$ cat config.mk
export PLATFORM = sky130hd
export DESIGN_NAME = gray_test_pattern_pixel
export DESIGN_NICKNAME = d
export VERILOG_FILES = /design/src/design/gtpp_pkg.sv /design/src/design/gray_test_pattern_pixel.sv
export VERILOG_INCLUDE_DIRS = /design/src /design/src/design
export SDC_FILE = /design/constraint.sdc
export NUM_CORES = 2
export LEC_CHECK = 0
export BUFFER_PORTS_ARGS = -buffer_cell sky130_fd_sc_hd__clkbuf_2
export CAP_MARGIN = 20
export CORE_AREA = 2 2 357 359
export DETAILED_ROUTE_END_ITERATION = 7
export DIE_AREA = 0 0 359 361
export MAX_ROUTING_LAYER = met4
export SYNTH_ARGS = -nofsm -noshare
export SYNTH_HDL_FRONTEND = slang
export SYNTH_SLANG_ARGS = --single-unit
$ cat constraint.sdc
create_clock -name i_clk -period 10.75 [get_ports i_clk]
set_clock_uncertainty 0.15 [all_clocks]
set_input_delay 2.15 -clock i_clk [delete_from_list [all_inputs] [get_ports i_clk]]
set_output_delay 2.15 -clock i_clk [all_outputs]
set_load 0.1 [all_outputs]
$ cat src/design/assert_macros.svh
`ifndef ASSERT_MACROS_SVH
`define ASSERT_MACROS_SVH

// concurrent check, sampled on the rising clock, off while reset is low
`define ASSERT_CLK(label, clk, rst_n, prop) \
    label: assert property (@(posedge clk) disable iff (!rst_n) prop) \
        else $error("%m: check failed");

// implication checked on every clock once reset is released
`define ASSERT_IMPLY(label, clk, rst_n, ante, cons) \
    label: assert property (@(posedge clk) disable iff (!rst_n) (ante) |-> (cons)) \
        else $error("%m: implication failed");

`endif

$ cat src/design/gtpp_pkg.sv
`timescale 1ns / 1ps
package gtpp_pkg;

    localparam int FRAME_WIDTH  = 640;
    localparam int FRAME_HEIGHT = 480;

    localparam int XW = 10;
    localparam int YW = 9;
    localparam int TW = 17;
    localparam int NW = 20;

    localparam logic [TW-1:0] FRAME_LIMIT = TW'(99999);

    localparam int STAIR_ROWS  = 48;
    localparam int STAIR_STEP  = FRAME_WIDTH / 10;
    localparam int BAND_ROWS   = 24;
    localparam int SQUARE_SIZE = 40;
    localparam int TEXT_LEFT   = 16;
    localparam int TEXT_TOP    = FRAME_HEIGHT - 64;
    localparam int CELL        = 6;
    localparam int CHAR_PITCH  = 6 * CELL;

    localparam int BAND_HALF = FRAME_HEIGHT - BAND_ROWS;
    localparam int BAND_DIV  = 2 * BAND_HALF;
    localparam int SQX_DIV   = FRAME_WIDTH - SQUARE_SIZE;
    localparam int SQY_DIV   = FRAME_HEIGHT - SQUARE_SIZE;
    localparam int RAMP_DIV  = FRAME_WIDTH - 1;

    // reciprocal constants: estimate is exact or one low
    localparam int K_WIDE = 20;
    localparam int K_TICK = 17;
    localparam int K_U    = 11;
    localparam int K_W    = 9;
    localparam logic [NW-1:0] RAMP_M = NW'((1 << K_WIDE) / RAMP_DIV);
    localparam logic [NW-1:0] BAND_M = NW'((1 << K_WIDE) / BAND_DIV);
    localparam logic [NW-1:0] SQX_M  = NW'((1 << K_WIDE) / SQX_DIV);
    localparam logic [NW-1:0] SQY_M  = NW'((1 << K_WIDE) / SQY_DIV);
    localparam logic [NW-1:0] D10_M  = NW'((1 << K_TICK) / 10);
    localparam logic [NW-1:0] D100_M = NW'((1 << K_TICK) / 100);
    localparam logic [NW-1:0] D1K_M  = NW'((1 << K_TICK) / 1000);
    localparam logic [NW-1:0] D10K_M = NW'((1 << K_TICK) / 10000);
    localparam logic [NW-1:0] CHAR_M = NW'((1 << K_U) / CHAR_PITCH);
    localparam logic [NW-1:0] ROW_M  = NW'((1 << K_W) / CELL);

    localparam logic [7:0] STAIR_LEVEL [10] = '{
        8'd0, 8'd28, 8'd56, 8'd85, 8'd113, 8'd141, 8'd170, 8'd198, 8'd226, 8'd255
    };

    // bit 4 is the leftmost column; digits, then F R A M E and space
    localparam logic [4:0] GLYPH [16][7] = '{
        '{5'h0E, 5'h11, 5'h13, 5'h15, 5'h19, 5'h11, 5'h0E},
        '{5'h04, 5'h0C, 5'h04, 5'h04, 5'h04, 5'h04, 5'h0E},
        '{5'h0E, 5'h11, 5'h01, 5'h02, 5'h04, 5'h08, 5'h1F},
        '{5'h1F, 5'h02, 5'h04, 5'h02, 5'h01, 5'h11, 5'h0E},
        '{5'h02, 5'h06, 5'h0A, 5'h12, 5'h1F, 5'h02, 5'h02},
        '{5'h1F, 5'h10, 5'h1E, 5'h01, 5'h01, 5'h11, 5'h0E},
        '{5'h06, 5'h08, 5'h10, 5'h1E, 5'h11, 5'h11, 5'h0E},
        '{5'h1F, 5'h01, 5'h02, 5'h04, 5'h08, 5'h08, 5'h08},
        '{5'h0E, 5'h11, 5'h11, 5'h0E, 5'h11, 5'h11, 5'h0E},
        '{5'h0E, 5'h11, 5'h11, 5'h0F, 5'h01, 5'h02, 5'h0C},
        '{5'h1F, 5'h10, 5'h10, 5'h1E, 5'h10, 5'h10, 5'h10},
        '{5'h1E, 5'h11, 5'h11, 5'h1E, 5'h14, 5'h12, 5'h11},
        '{5'h0E, 5'h11, 5'h11, 5'h1F, 5'h11, 5'h11, 5'h11},
        '{5'h11, 5'h1B, 5'h15, 5'h15, 5'h11, 5'h11, 5'h11},
        '{5'h1F, 5'h10, 5'h10, 5'h1E, 5'h10, 5'h10, 5'h1F},
        '{5'h00, 5'h00, 5'h00, 5'h00, 5'h00, 5'h00, 5'h00}
    };

    typedef struct packed {
        logic [NW-1:0] q;
        logic [NW-1:0] r;
    } t_qr;

    // printed digits, most significant first
    typedef logic [4:0][3:0] t_digits;

    function automatic t_qr div_fix(input logic [NW-1:0] n, input logic [NW-1:0] q0,
                                    input logic [NW-1:0] d);
        t_qr res;
        logic [NW-1:0] r;
        r = n - NW'(q0 * d);
        if (r >= d) begin
            res.q = q0 + NW'(1);
            res.r = r - d;
        end else begin
            res.q = q0;
            res.r = r;
        end
        return res;
    endfunction

    // ch and rr count from one (one cell/char of margin before the text)
    function automatic logic text_lit(input logic [5:0] ch, input logic [2:0] c,
                                      input logic [6:0] rr, input t_digits dig);
        logic [3:0] idx;
        logic [2:0] row;
        logic       ok;
        ok  = (ch >= 6'd1) && (ch <= 6'd11) && (c < 3'd5) && (rr >= 7'd1) && (rr <= 7'd7);
        row = 3'(rr - 7'd1);
        case (ch)
            6'd1:    idx = 4'd10;
            6'd2:    idx = 4'd11;
            6'd3:    idx = 4'd12;
            6'd4:    idx = 4'd13;
            6'd5:    idx = 4'd14;
            6'd7:    idx = dig[0];
            6'd8:    idx = dig[1];
            6'd9:    idx = dig[2];
            6'd10:   idx = dig[3];
            6'd11:   idx = dig[4];
            default: idx = 4'd15;
        endcase
        if (!ok || row == 3'd7)
            return 1'b0;
        return GLYPH[idx][row][3'd4 - c];
    endfunction

endpackage

$ cat src/design/gray_test_pattern_pixel.sv
`timescale 1ns / 1ps
// channel  | handshake        | payload
// request  | start / busy     | i_pixel_x, i_pixel_y, i_frame_number
// pixel    | o_valid strobe   | o_gray_value
//
// five register stages: clamp, reciprocal multiplies, quotient fix-up,
// layer tests, text decision; o_gray_value is driven from the last of them
// one item accepted every cycle, busy is tied low
// synchronous active-low reset clears only the valid bits
// the receiver cannot stall, so nothing is ever held back
`include "assert_macros.svh"
module gray_test_pattern_pixel import gtpp_pkg::*; (
    input  logic            i_clk,
    input  logic            i_rst_n,
    input  logic            start,
    output logic            busy,
    input  logic [XW-1:0]   i_pixel_x,
    input  logic [YW-1:0]   i_pixel_y,
    input  logic [TW-1:0]   i_frame_number,
    output logic            o_valid,
    output logic [7:0]      o_gray_value
);

    logic accept;
    assign busy   = 1'b0;
    assign accept = start && !busy;

    // valid bits
    logic r_v1, r_v2, r_v3, r_v4, r_v5;
    always_ff @(posedge i_clk) begin
        if (!i_rst_n) begin
            r_v1 <= 1'b0;
            r_v2 <= 1'b0;
            r_v3 <= 1'b0;
            r_v4 <= 1'b0;
            r_v5 <= 1'b0;
        end else begin
            r_v1 <= accept;
            r_v2 <= r_v1;
            r_v3 <= r_v2;
            r_v4 <= r_v3;
            r_v5 <= r_v4;
        end
    end

    // stage 1: clamp, staircase, operands
    logic [TW-1:0] n_tick;
    logic [3:0]    n_step;
    logic [12:0]   n_wext;
    always_comb begin
        n_tick = (i_frame_number > FRAME_LIMIT) ? FRAME_LIMIT : i_frame_number;
        n_step = 4'd0;
        for (int k = 1; k <= 9; k++) begin
            if ({3'b000, i_pixel_x} >= 13'(k * STAIR_STEP))
                n_step = n_step + 4'd1;
        end
        n_wext = {4'b0000, i_pixel_y} - 13'(TEXT_TOP - CELL);
    end

    logic [TW-1:0] r1_tick;
    logic [XW-1:0] r1_x;
    logic [YW-1:0] r1_y;
    logic          r1_in, r1_stair, r1_wok;
    logic [7:0]    r1_stair_val;
    logic [NW-1:0] r1_ramp_n;
    logic [NW-1:0] r1_u;
    logic [NW-1:0] r1_w;
    always_ff @(posedge i_clk) begin
        r1_tick      <= n_tick;
        r1_x         <= i_pixel_x;
        r1_y         <= i_pixel_y;
        r1_in        <= ({3'b000, i_pixel_x} < 13'(FRAME_WIDTH)) &&
                        ({4'b0000, i_pixel_y} < 13'(FRAME_HEIGHT));
        r1_stair     <= ({4'b0000, i_pixel_y} < 13'(STAIR_ROWS));
        r1_stair_val <= STAIR_LEVEL[n_step];
        r1_ramp_n    <= (NW'(i_pixel_x) << 8) - NW'(i_pixel_x);
        r1_u         <= NW'(i_pixel_x);
        r1_w         <= NW'(n_wext[YW-1:0]);
        r1_wok       <= ({4'b0000, i_pixel_y} >= 13'(TEXT_TOP - CELL));
    end

    // stage 2: reciprocal products
    logic [NW-1:0] n_band_n, n_sq_n, n_u;
    assign n_band_n = NW'(r1_tick) << 3;
    assign n_sq_n   = (NW'(r1_tick) << 2) + (NW'(r1_tick) << 1);
    // x - TEXT_LEFT + one char pitch
    // one char of margin so the outline left of the text stays positive
    assign n_u      = r1_u + NW'(CHAR_PITCH) - NW'(TEXT_LEFT);

    logic [2*NW-1:0] r2_p_ramp, r2_p_band, r2_p_sqx, r2_p_sqy;
    logic [2*NW-1:0] r2_p_d1, r2_p_d2, r2_p_d3, r2_p_d4, r2_p_u, r2_p_w;
    logic [NW-1:0]   r2_ramp_n, r2_band_n, r2_sq_n, r2_tick, r2_u, r2_w;
    logic [XW-1:0]   r2_x;
    logic [YW-1:0]   r2_y;
    logic            r2_in, r2_stair, r2_wok;
    logic [7:0]      r2_stair_val;
    always_ff @(posedge i_clk) begin
        r2_p_ramp    <= (2*NW)'(r1_ramp_n) * (2*NW)'(RAMP_M);
        r2_p_band    <= (2*NW)'(n_band_n) * (2*NW)'(BAND_M);
        r2_p_sqx     <= (2*NW)'(n_sq_n) * (2*NW)'(SQX_M);
        r2_p_sqy     <= (2*NW)'(n_sq_n) * (2*NW)'(SQY_M);
        r2_p_d1      <= (2*NW)'(r1_tick) * (2*NW)'(D10_M);
        r2_p_d2      <= (2*NW)'(r1_tick) * (2*NW)'(D100_M);
        r2_p_d3      <= (2*NW)'(r1_tick) * (2*NW)'(D1K_M);
        r2_p_d4      <= (2*NW)'(r1_tick) * (2*NW)'(D10K_M);
        r2_p_u       <= (2*NW)'(n_u) * (2*NW)'(CHAR_M);
        r2_p_w       <= (2*NW)'(r1_w) * (2*NW)'(ROW_M);
        r2_ramp_n    <= r1_ramp_n;
        r2_band_n    <= n_band_n;
        r2_sq_n      <= n_sq_n;
        r2_tick      <= NW'(r1_tick);
        r2_u         <= n_u;
        r2_w         <= r1_w;
        r2_x         <= r1_x;
        r2_y         <= r1_y;
        r2_in        <= r1_in;
        r2_stair     <= r1_stair;
        r2_wok       <= r1_wok;
        r2_stair_val <= r1_stair_val;
    end

    // stage 3: quotient fix-up
    t_qr n_ramp, n_band, n_sqx, n_sqy, n_d1, n_d2, n_d3, n_d4, n_ch, n_row;
    always_comb begin
        n_ramp = div_fix(r2_ramp_n, NW'(r2_p_ramp >> K_WIDE), NW'(RAMP_DIV));
        n_band = div_fix(r2_band_n, NW'(r2_p_band >> K_WIDE), NW'(BAND_DIV));
        n_sqx  = div_fix(r2_sq_n, NW'(r2_p_sqx >> K_WIDE), NW'(SQX_DIV));
        n_sqy  = div_fix(r2_sq_n, NW'(r2_p_sqy >> K_WIDE), NW'(SQY_DIV));
        n_d1   = div_fix(r2_tick, NW'(r2_p_d1 >> K_TICK), NW'(10));
        n_d2   = div_fix(r2_tick, NW'(r2_p_d2 >> K_TICK), NW'(100));
        n_d3   = div_fix(r2_tick, NW'(r2_p_d3 >> K_TICK), NW'(1000));
        n_d4   = div_fix(r2_tick, NW'(r2_p_d4 >> K_TICK), NW'(10000));
        n_ch   = div_fix(r2_u, NW'(r2_p_u >> K_U), NW'(CHAR_PITCH));
        n_row  = div_fix(r2_w, NW'(r2_p_w >> K_W), NW'(CELL));
    end

    logic [7:0]    r3_ramp, r3_stair_val;
    logic [12:0]   r3_band;
    logic [11:0]   r3_sqx, r3_sqy;
    logic [NW-1:0] r3_tick;
    logic [13:0]   r3_q1, r3_q2, r3_q3, r3_q4;
    logic [5:0]    r3_ch;
    logic [5:0]    r3_rem;
    logic [6:0]    r3_rr;
    logic [2:0]    r3_b;
    logic [XW-1:0] r3_x;
    logic [YW-1:0] r3_y;
    logic          r3_in, r3_stair, r3_wok;
    always_ff @(posedge i_clk) begin
        r3_ramp      <= n_ramp.q[7:0];
        r3_band      <= n_band.r[12:0];
        r3_sqx       <= n_sqx.r[11:0];
        r3_sqy       <= n_sqy.r[11:0];
        r3_tick      <= r2_tick;
        r3_q1        <= n_d1.q[13:0];
        r3_q2        <= n_d2.q[13:0];
        r3_q3        <= n_d3.q[13:0];
        r3_q4        <= n_d4.q[13:0];
        r3_ch        <= n_ch.q[5:0];
        r3_rem       <= n_ch.r[5:0];
        r3_rr        <= n_row.q[6:0];
        r3_b         <= n_row.r[2:0];
        r3_x         <= r2_x;
        r3_y         <= r2_y;
        r3_in        <= r2_in;
        r3_stair     <= r2_stair;
        r3_wok       <= r2_wok;
        r3_stair_val <= r2_stair_val;
    end

    // stage 4: band, square, digits, cell column
    logic [12:0] n_band_pos;
    logic        n_white;
    t_digits     n_dig;
    logic [2:0]  n_c;
    logic [5:0]  n_a6;
    always_comb begin
        n_band_pos = (r3_band > 13'(BAND_HALF)) ? 13'(BAND_DIV) - r3_band : r3_band;
        n_white = (({4'b0000, r3_y} >= n_band_pos) &&
                   ({4'b0000, r3_y} < n_band_pos + 13'(BAND_ROWS))) ||
                  (({3'b000, r3_x} >= {1'b0, r3_sqx}) &&
                   ({3'b000, r3_x} < {1'b0, r3_sqx} + 13'(SQUARE_SIZE)) &&
                   ({4'b0000, r3_y} >= {1'b0, r3_sqy}) &&
                   ({4'b0000, r3_y} < {1'b0, r3_sqy} + 13'(SQUARE_SIZE)));
        n_dig[0] = r3_q4[3:0];
        n_dig[1] = 4'(r3_q3 - 14'((r3_q4 << 3) + (r3_q4 << 1)));
        n_dig[2] = 4'(r3_q2 - 14'((r3_q3 << 3) + (r3_q3 << 1)));
        n_dig[3] = 4'(r3_q1 - 14'((r3_q2 << 3) + (r3_q2 << 1)));
        n_dig[4] = 4'(r3_tick[13:0] - 14'((r3_q1 << 3) + (r3_q1 << 1)));
        n_c = 3'd0;
        for (int k = 1; k <= 5; k++) begin
            if (r3_rem >= 6'(k * CELL))
                n_c = n_c + 3'd1;
        end
        n_a6 = r3_rem - (({3'b000, n_c} << 2) + ({3'b000, n_c} << 1));
    end

    logic [7:0]  r4_bg;
    logic        r4_white, r4_in, r4_wok;
    t_digits     r4_dig;
    logic [5:0]  r4_ch;
    logic [2:0]  r4_c, r4_a, r4_b;
    logic [6:0]  r4_rr;
    always_ff @(posedge i_clk) begin
        r4_bg    <= r3_stair ? r3_stair_val : r3_ramp;
        r4_white <= n_white;
        r4_in    <= r3_in;
        r4_wok   <= r3_wok;
        r4_dig   <= n_dig;
        r4_ch    <= r3_ch;
        r4_c     <= n_c;
        r4_a     <= n_a6[2:0];
        r4_b     <= r3_b;
        r4_rr    <= r3_rr;
    end

    // stage 5: fill cell versus corner-mark cell, later one in text order wins
    logic       n_o_ok, n_same, n_black, n_fill;
    logic [5:0] n_och;
    logic [2:0] n_oc;
    logic [6:0] n_orr;
    logic [7:0] n_gray;
    always_comb begin
        n_o_ok = (r4_a <= 3'd1 || r4_a == 3'd5) && (r4_b <= 3'd1 || r4_b == 3'd5);
        n_same = (r4_a <= 3'd1) && (r4_b <= 3'd1);
        n_och  = r4_ch;
        n_oc   = r4_c;
        if (r4_a == 3'd5) begin
            if (r4_c == 3'd5) begin
                n_och = r4_ch + 6'd1;
                n_oc  = 3'd0;
            end else begin
                n_oc  = r4_c + 3'd1;
            end
        end
        n_orr   = r4_rr + ((r4_b == 3'd5) ? 7'd1 : 7'd0);
        n_black = r4_wok && n_o_ok && !n_same && text_lit(n_och, n_oc, n_orr, r4_dig);
        n_fill  = r4_wok && text_lit(r4_ch, r4_c, r4_rr, r4_dig);
        if (!r4_in || n_black)
            n_gray = 8'd0;
        else if (n_fill || r4_white)
            n_gray = 8'd255;
        else
            n_gray = r4_bg;
    end

    logic [7:0] r_gray;
    always_ff @(posedge i_clk) begin
        r_gray <= n_gray;
    end

    assign o_valid      = r_v5;
    assign o_gray_value = r_gray;

    `ASSERT_IMPLY(a_latency, i_clk, i_rst_n, accept, ##5 o_valid)
    `ASSERT_IMPLY(a_no_orphan, i_clk, i_rst_n, o_valid, $past(accept, 5))
    `ASSERT_IMPLY(a_outside_black, i_clk, i_rst_n,
        o_valid && ($past(i_pixel_x, 5) >= XW'(FRAME_WIDTH)), o_gray_value == 8'd0)
    `ASSERT_CLK(a_never_busy, i_clk, i_rst_n, !busy)

endmodule

==> impl_metrics.env <==
export IMPL_status="completed"
export IMPL_critPathArrivalTime_ps=9650
export IMPL_path_clk_slew_ps=60
export IMPL_grt_max_degree=33
export IMPL_drt_iter0_drc=1897
export IMPL_place_detailed_hpwl_um=106000
export IMPL_maxSlewViolCount=0
export IMPL_grt_pass1_wl_um=211000
export IMPL_hold_class="reg2reg"
export IMPL_vias=40000
export IMPL_cp_required_ps=11120
export IMPL_initial_core_util=0.449
export IMPL_cpPeakStageDelay_ps=920
export IMPL_ys_flop_type="dfxtp_1"
export IMPL_core_area_um2=125000
export IMPL_portBuffers=47
export IMPL_critical_path_peak_fanout=14
export IMPL_crit_slowest_cell="dfxtp_1"
export IMPL_die_area_um2=130000
export IMPL_synth_cell_type_count=97
export IMPL_placementRows=130
export IMPL_fin_nets=7864
export IMPL_place_ws_ps=1400
export IMPL_period_needed_ps=9280
export IMPL_worstMarginPinSlew_ps=960
export IMPL_hold_path_cell_count=0
export IMPL_setup_viol=0
export IMPL_syn_num_nets=7799
export IMPL_clk_path_buf_depth=3
export IMPL_syn_area_per_cell_um2=9.46
export IMPL_antenna_found_initial=4
export IMPL_cts_tree="done"
export IMPL_rr_worst_depth=32
export IMPL_viasPerCell=5.18
export IMPL_area_growth_pct=7.20
export IMPL_cts_resized_gates=0
export IMPL_layout_setup_ws_ps=1470
export IMPL_fillers=11800
export IMPL_hold_viol=0
export IMPL_fin_crit_sh=0.863
export IMPL_drt_total_wl_um=126000
export IMPL_utilization=0.482
export IMPL_synth_seq_cells=439
export IMPL_tns_ps=0
export IMPL_drive_above_1_share=0.0440
export IMPL_cts_htree_levels=2
export IMPL_fmax_mhz=108
export IMPL_ys_warnings_count=0
export IMPL_pin_count=49
export IMPL_postSynth_asyncResetShare=0
export IMPL_drc_errors=0
export IMPL_synth_edff_count=0
export IMPL_cts_buffers=51
export IMPL_insertion_delay_ps=650
export IMPL_dr_pass1_iters=8
export IMPL_relSlewSlack=0.357
export IMPL_syn_cell_area_um2=56400
export IMPL_cts_sinks=439
export IMPL_grt_pass1_vias=41000
export IMPL_wl_per_cell_um=16.4
export IMPL_cts_root_buf="clkbuf_16"
export IMPL_gp_congestion=0.921
export IMPL_startpoint_type="flip-flop"
export IMPL_holdBufCountCts=0
export IMPL_crit_type="reg2reg"
export IMPL_synth_seq_area_share=0.156
export IMPL_drtAntennaViolNets=0
export IMPL_crit_path_end_kind="flip-flop"
export IMPL_cts_setup_buffers=0
export IMPL_fp_dieW_um=359
export IMPL_syn_inst=5956
export IMPL_gr_total_overflow=0
export IMPL_drv_cap=0
export IMPL_track_usage=0.204
export IMPL_die_y_um=361
export IMPL_rsz0062_at_grt="false"
through the flow:
step	cells	instance area [um2]	hold WS, ps
CTS	7711	60400	148
finish	7714	60400	149
floorplan	5956	56400	160
global placement	7617	58600	161
detailed placement	7617	58600	162
global route	7714	60400	152
area by class of cell:
| type | count | area [um2] | area share |
|---|---|---|---|
| inverter | 1175 | 4410 | 0.0730 |
| tap | 1650 | 2060 | 0.0342 |
| timing repair buffer | 82 | 495 | 0.00820 |
| multi-input combinational | 4272 | 42800 | 0.709 |
| antenna | 2 | 5.00 | 0.0000828 |
| sequential | 439 | 8790 | 0.145 |
| clock inverter | 31 | 478 | 0.00791 |
| clock buffer | 63 | 1350 | 0.0224 |
cell families (layout without fill, tap and decap cells):
family	after synthesis	count (layout)	share of synthesized area
AND/OR/NAND/NOR	1039	1039	0.0932
AO/OA/AOI/OAI	989	989	0.116
adder cells (fa/ha/maj)	1804	1804	0.480
other	1	3	0.0000665
buffers and inverters	1245	1351	0.0845
XOR/XNOR	383	383	0.0595
multiplexers	56	56	0.0109
flip-flops	439	439	0.156
final timing paths:
kind | endpoint | from | slack (ps)
max | r2_p_sqy[31] | r1_tick[2] | 1470
min | r4_dig[3] | r3_q4[3] | 150
max reg2reg | r2_p_sqy[31] | r1_tick[2] | 1470
min reg2reg | r4_dig[3] | r3_q4[3] | 150
cell usage after synthesis (41+ instances only):
| cell | instances | share of area |
|---|---|---|
| a21o_1 | 91 | 0.012 |
| a21oi_1 | 239 | 0.021 |
| a31oi_1 | 45 | 0.0050 |
| clkbuf_1 | 41 | 0.0027 |
| dfxtp_1 | 439 | 0.16 |
| fa_1 | 594 | 0.21 |
| ha_1 | 1210 | 0.27 |
| inv_1 | 1169 | 0.078 |
| nand2_1 | 204 | 0.014 |
| nand2b_1 | 64 | 0.0071 |
| nand3_1 | 91 | 0.0081 |
| nor2_1 | 253 | 0.017 |
| nor2b_1 | 66 | 0.0073 |
| nor3_1 | 105 | 0.0093 |
| o21a_1 | 58 | 0.0077 |
| o21ai_0 | 221 | 0.020 |
| xnor2_1 | 257 | 0.040 |
| xor2_1 | 126 | 0.020 |
registers in the layout (all words and copies together) (netlist names), 11 cells and up:
signal	flops
r2_p_sqx	11
r1_tick	17
r2_sq_n	16
r4_dig	20
r2_p_sqy	12
r2_p_d1	14
r2_p_ramp	11
r2_ramp_n	18
r2_p_band	11
r2_p_d2	11
r2_tick	17
r1_ramp_n	19
metal layers:
layer  routed length, um  global-route usage  up-vias
met3                4000              0.0164      184
met2               59700               0.342      662
li1                    -                   -    20000
met4                2940              0.0500        0
met5                   0                   -        -
met1               59700               0.267    19100
worst max-delay path, delay by kind of cell, from the launching register on:
family	cells	cell delay [ps]
xor gates and xnor gates	2	390
and+or+nand+nor	7	1350
adders and majority gates	7	3300
buffers and inverters	5	720
AOI/OAI and AO/OA	11	2320
DFF	1	920
cell usage in the layout, fill, tap and decap left out, types with 91 or more instances in the layout:
cell type and count:
nor3_1 105, xor2_1 126, ha_1 1210, nand2_1 204, inv_1 1169, dfxtp_1 439, nor2_1 253, xnor2_1 255
o21ai_0 221, a21oi_1 239, nand3_1 91, a21o_1 91, fa_1 594
Power is left out: the tool's default activity adds up to more than one toggle a clock period on the data nets, which glitch-free logic cannot reach.
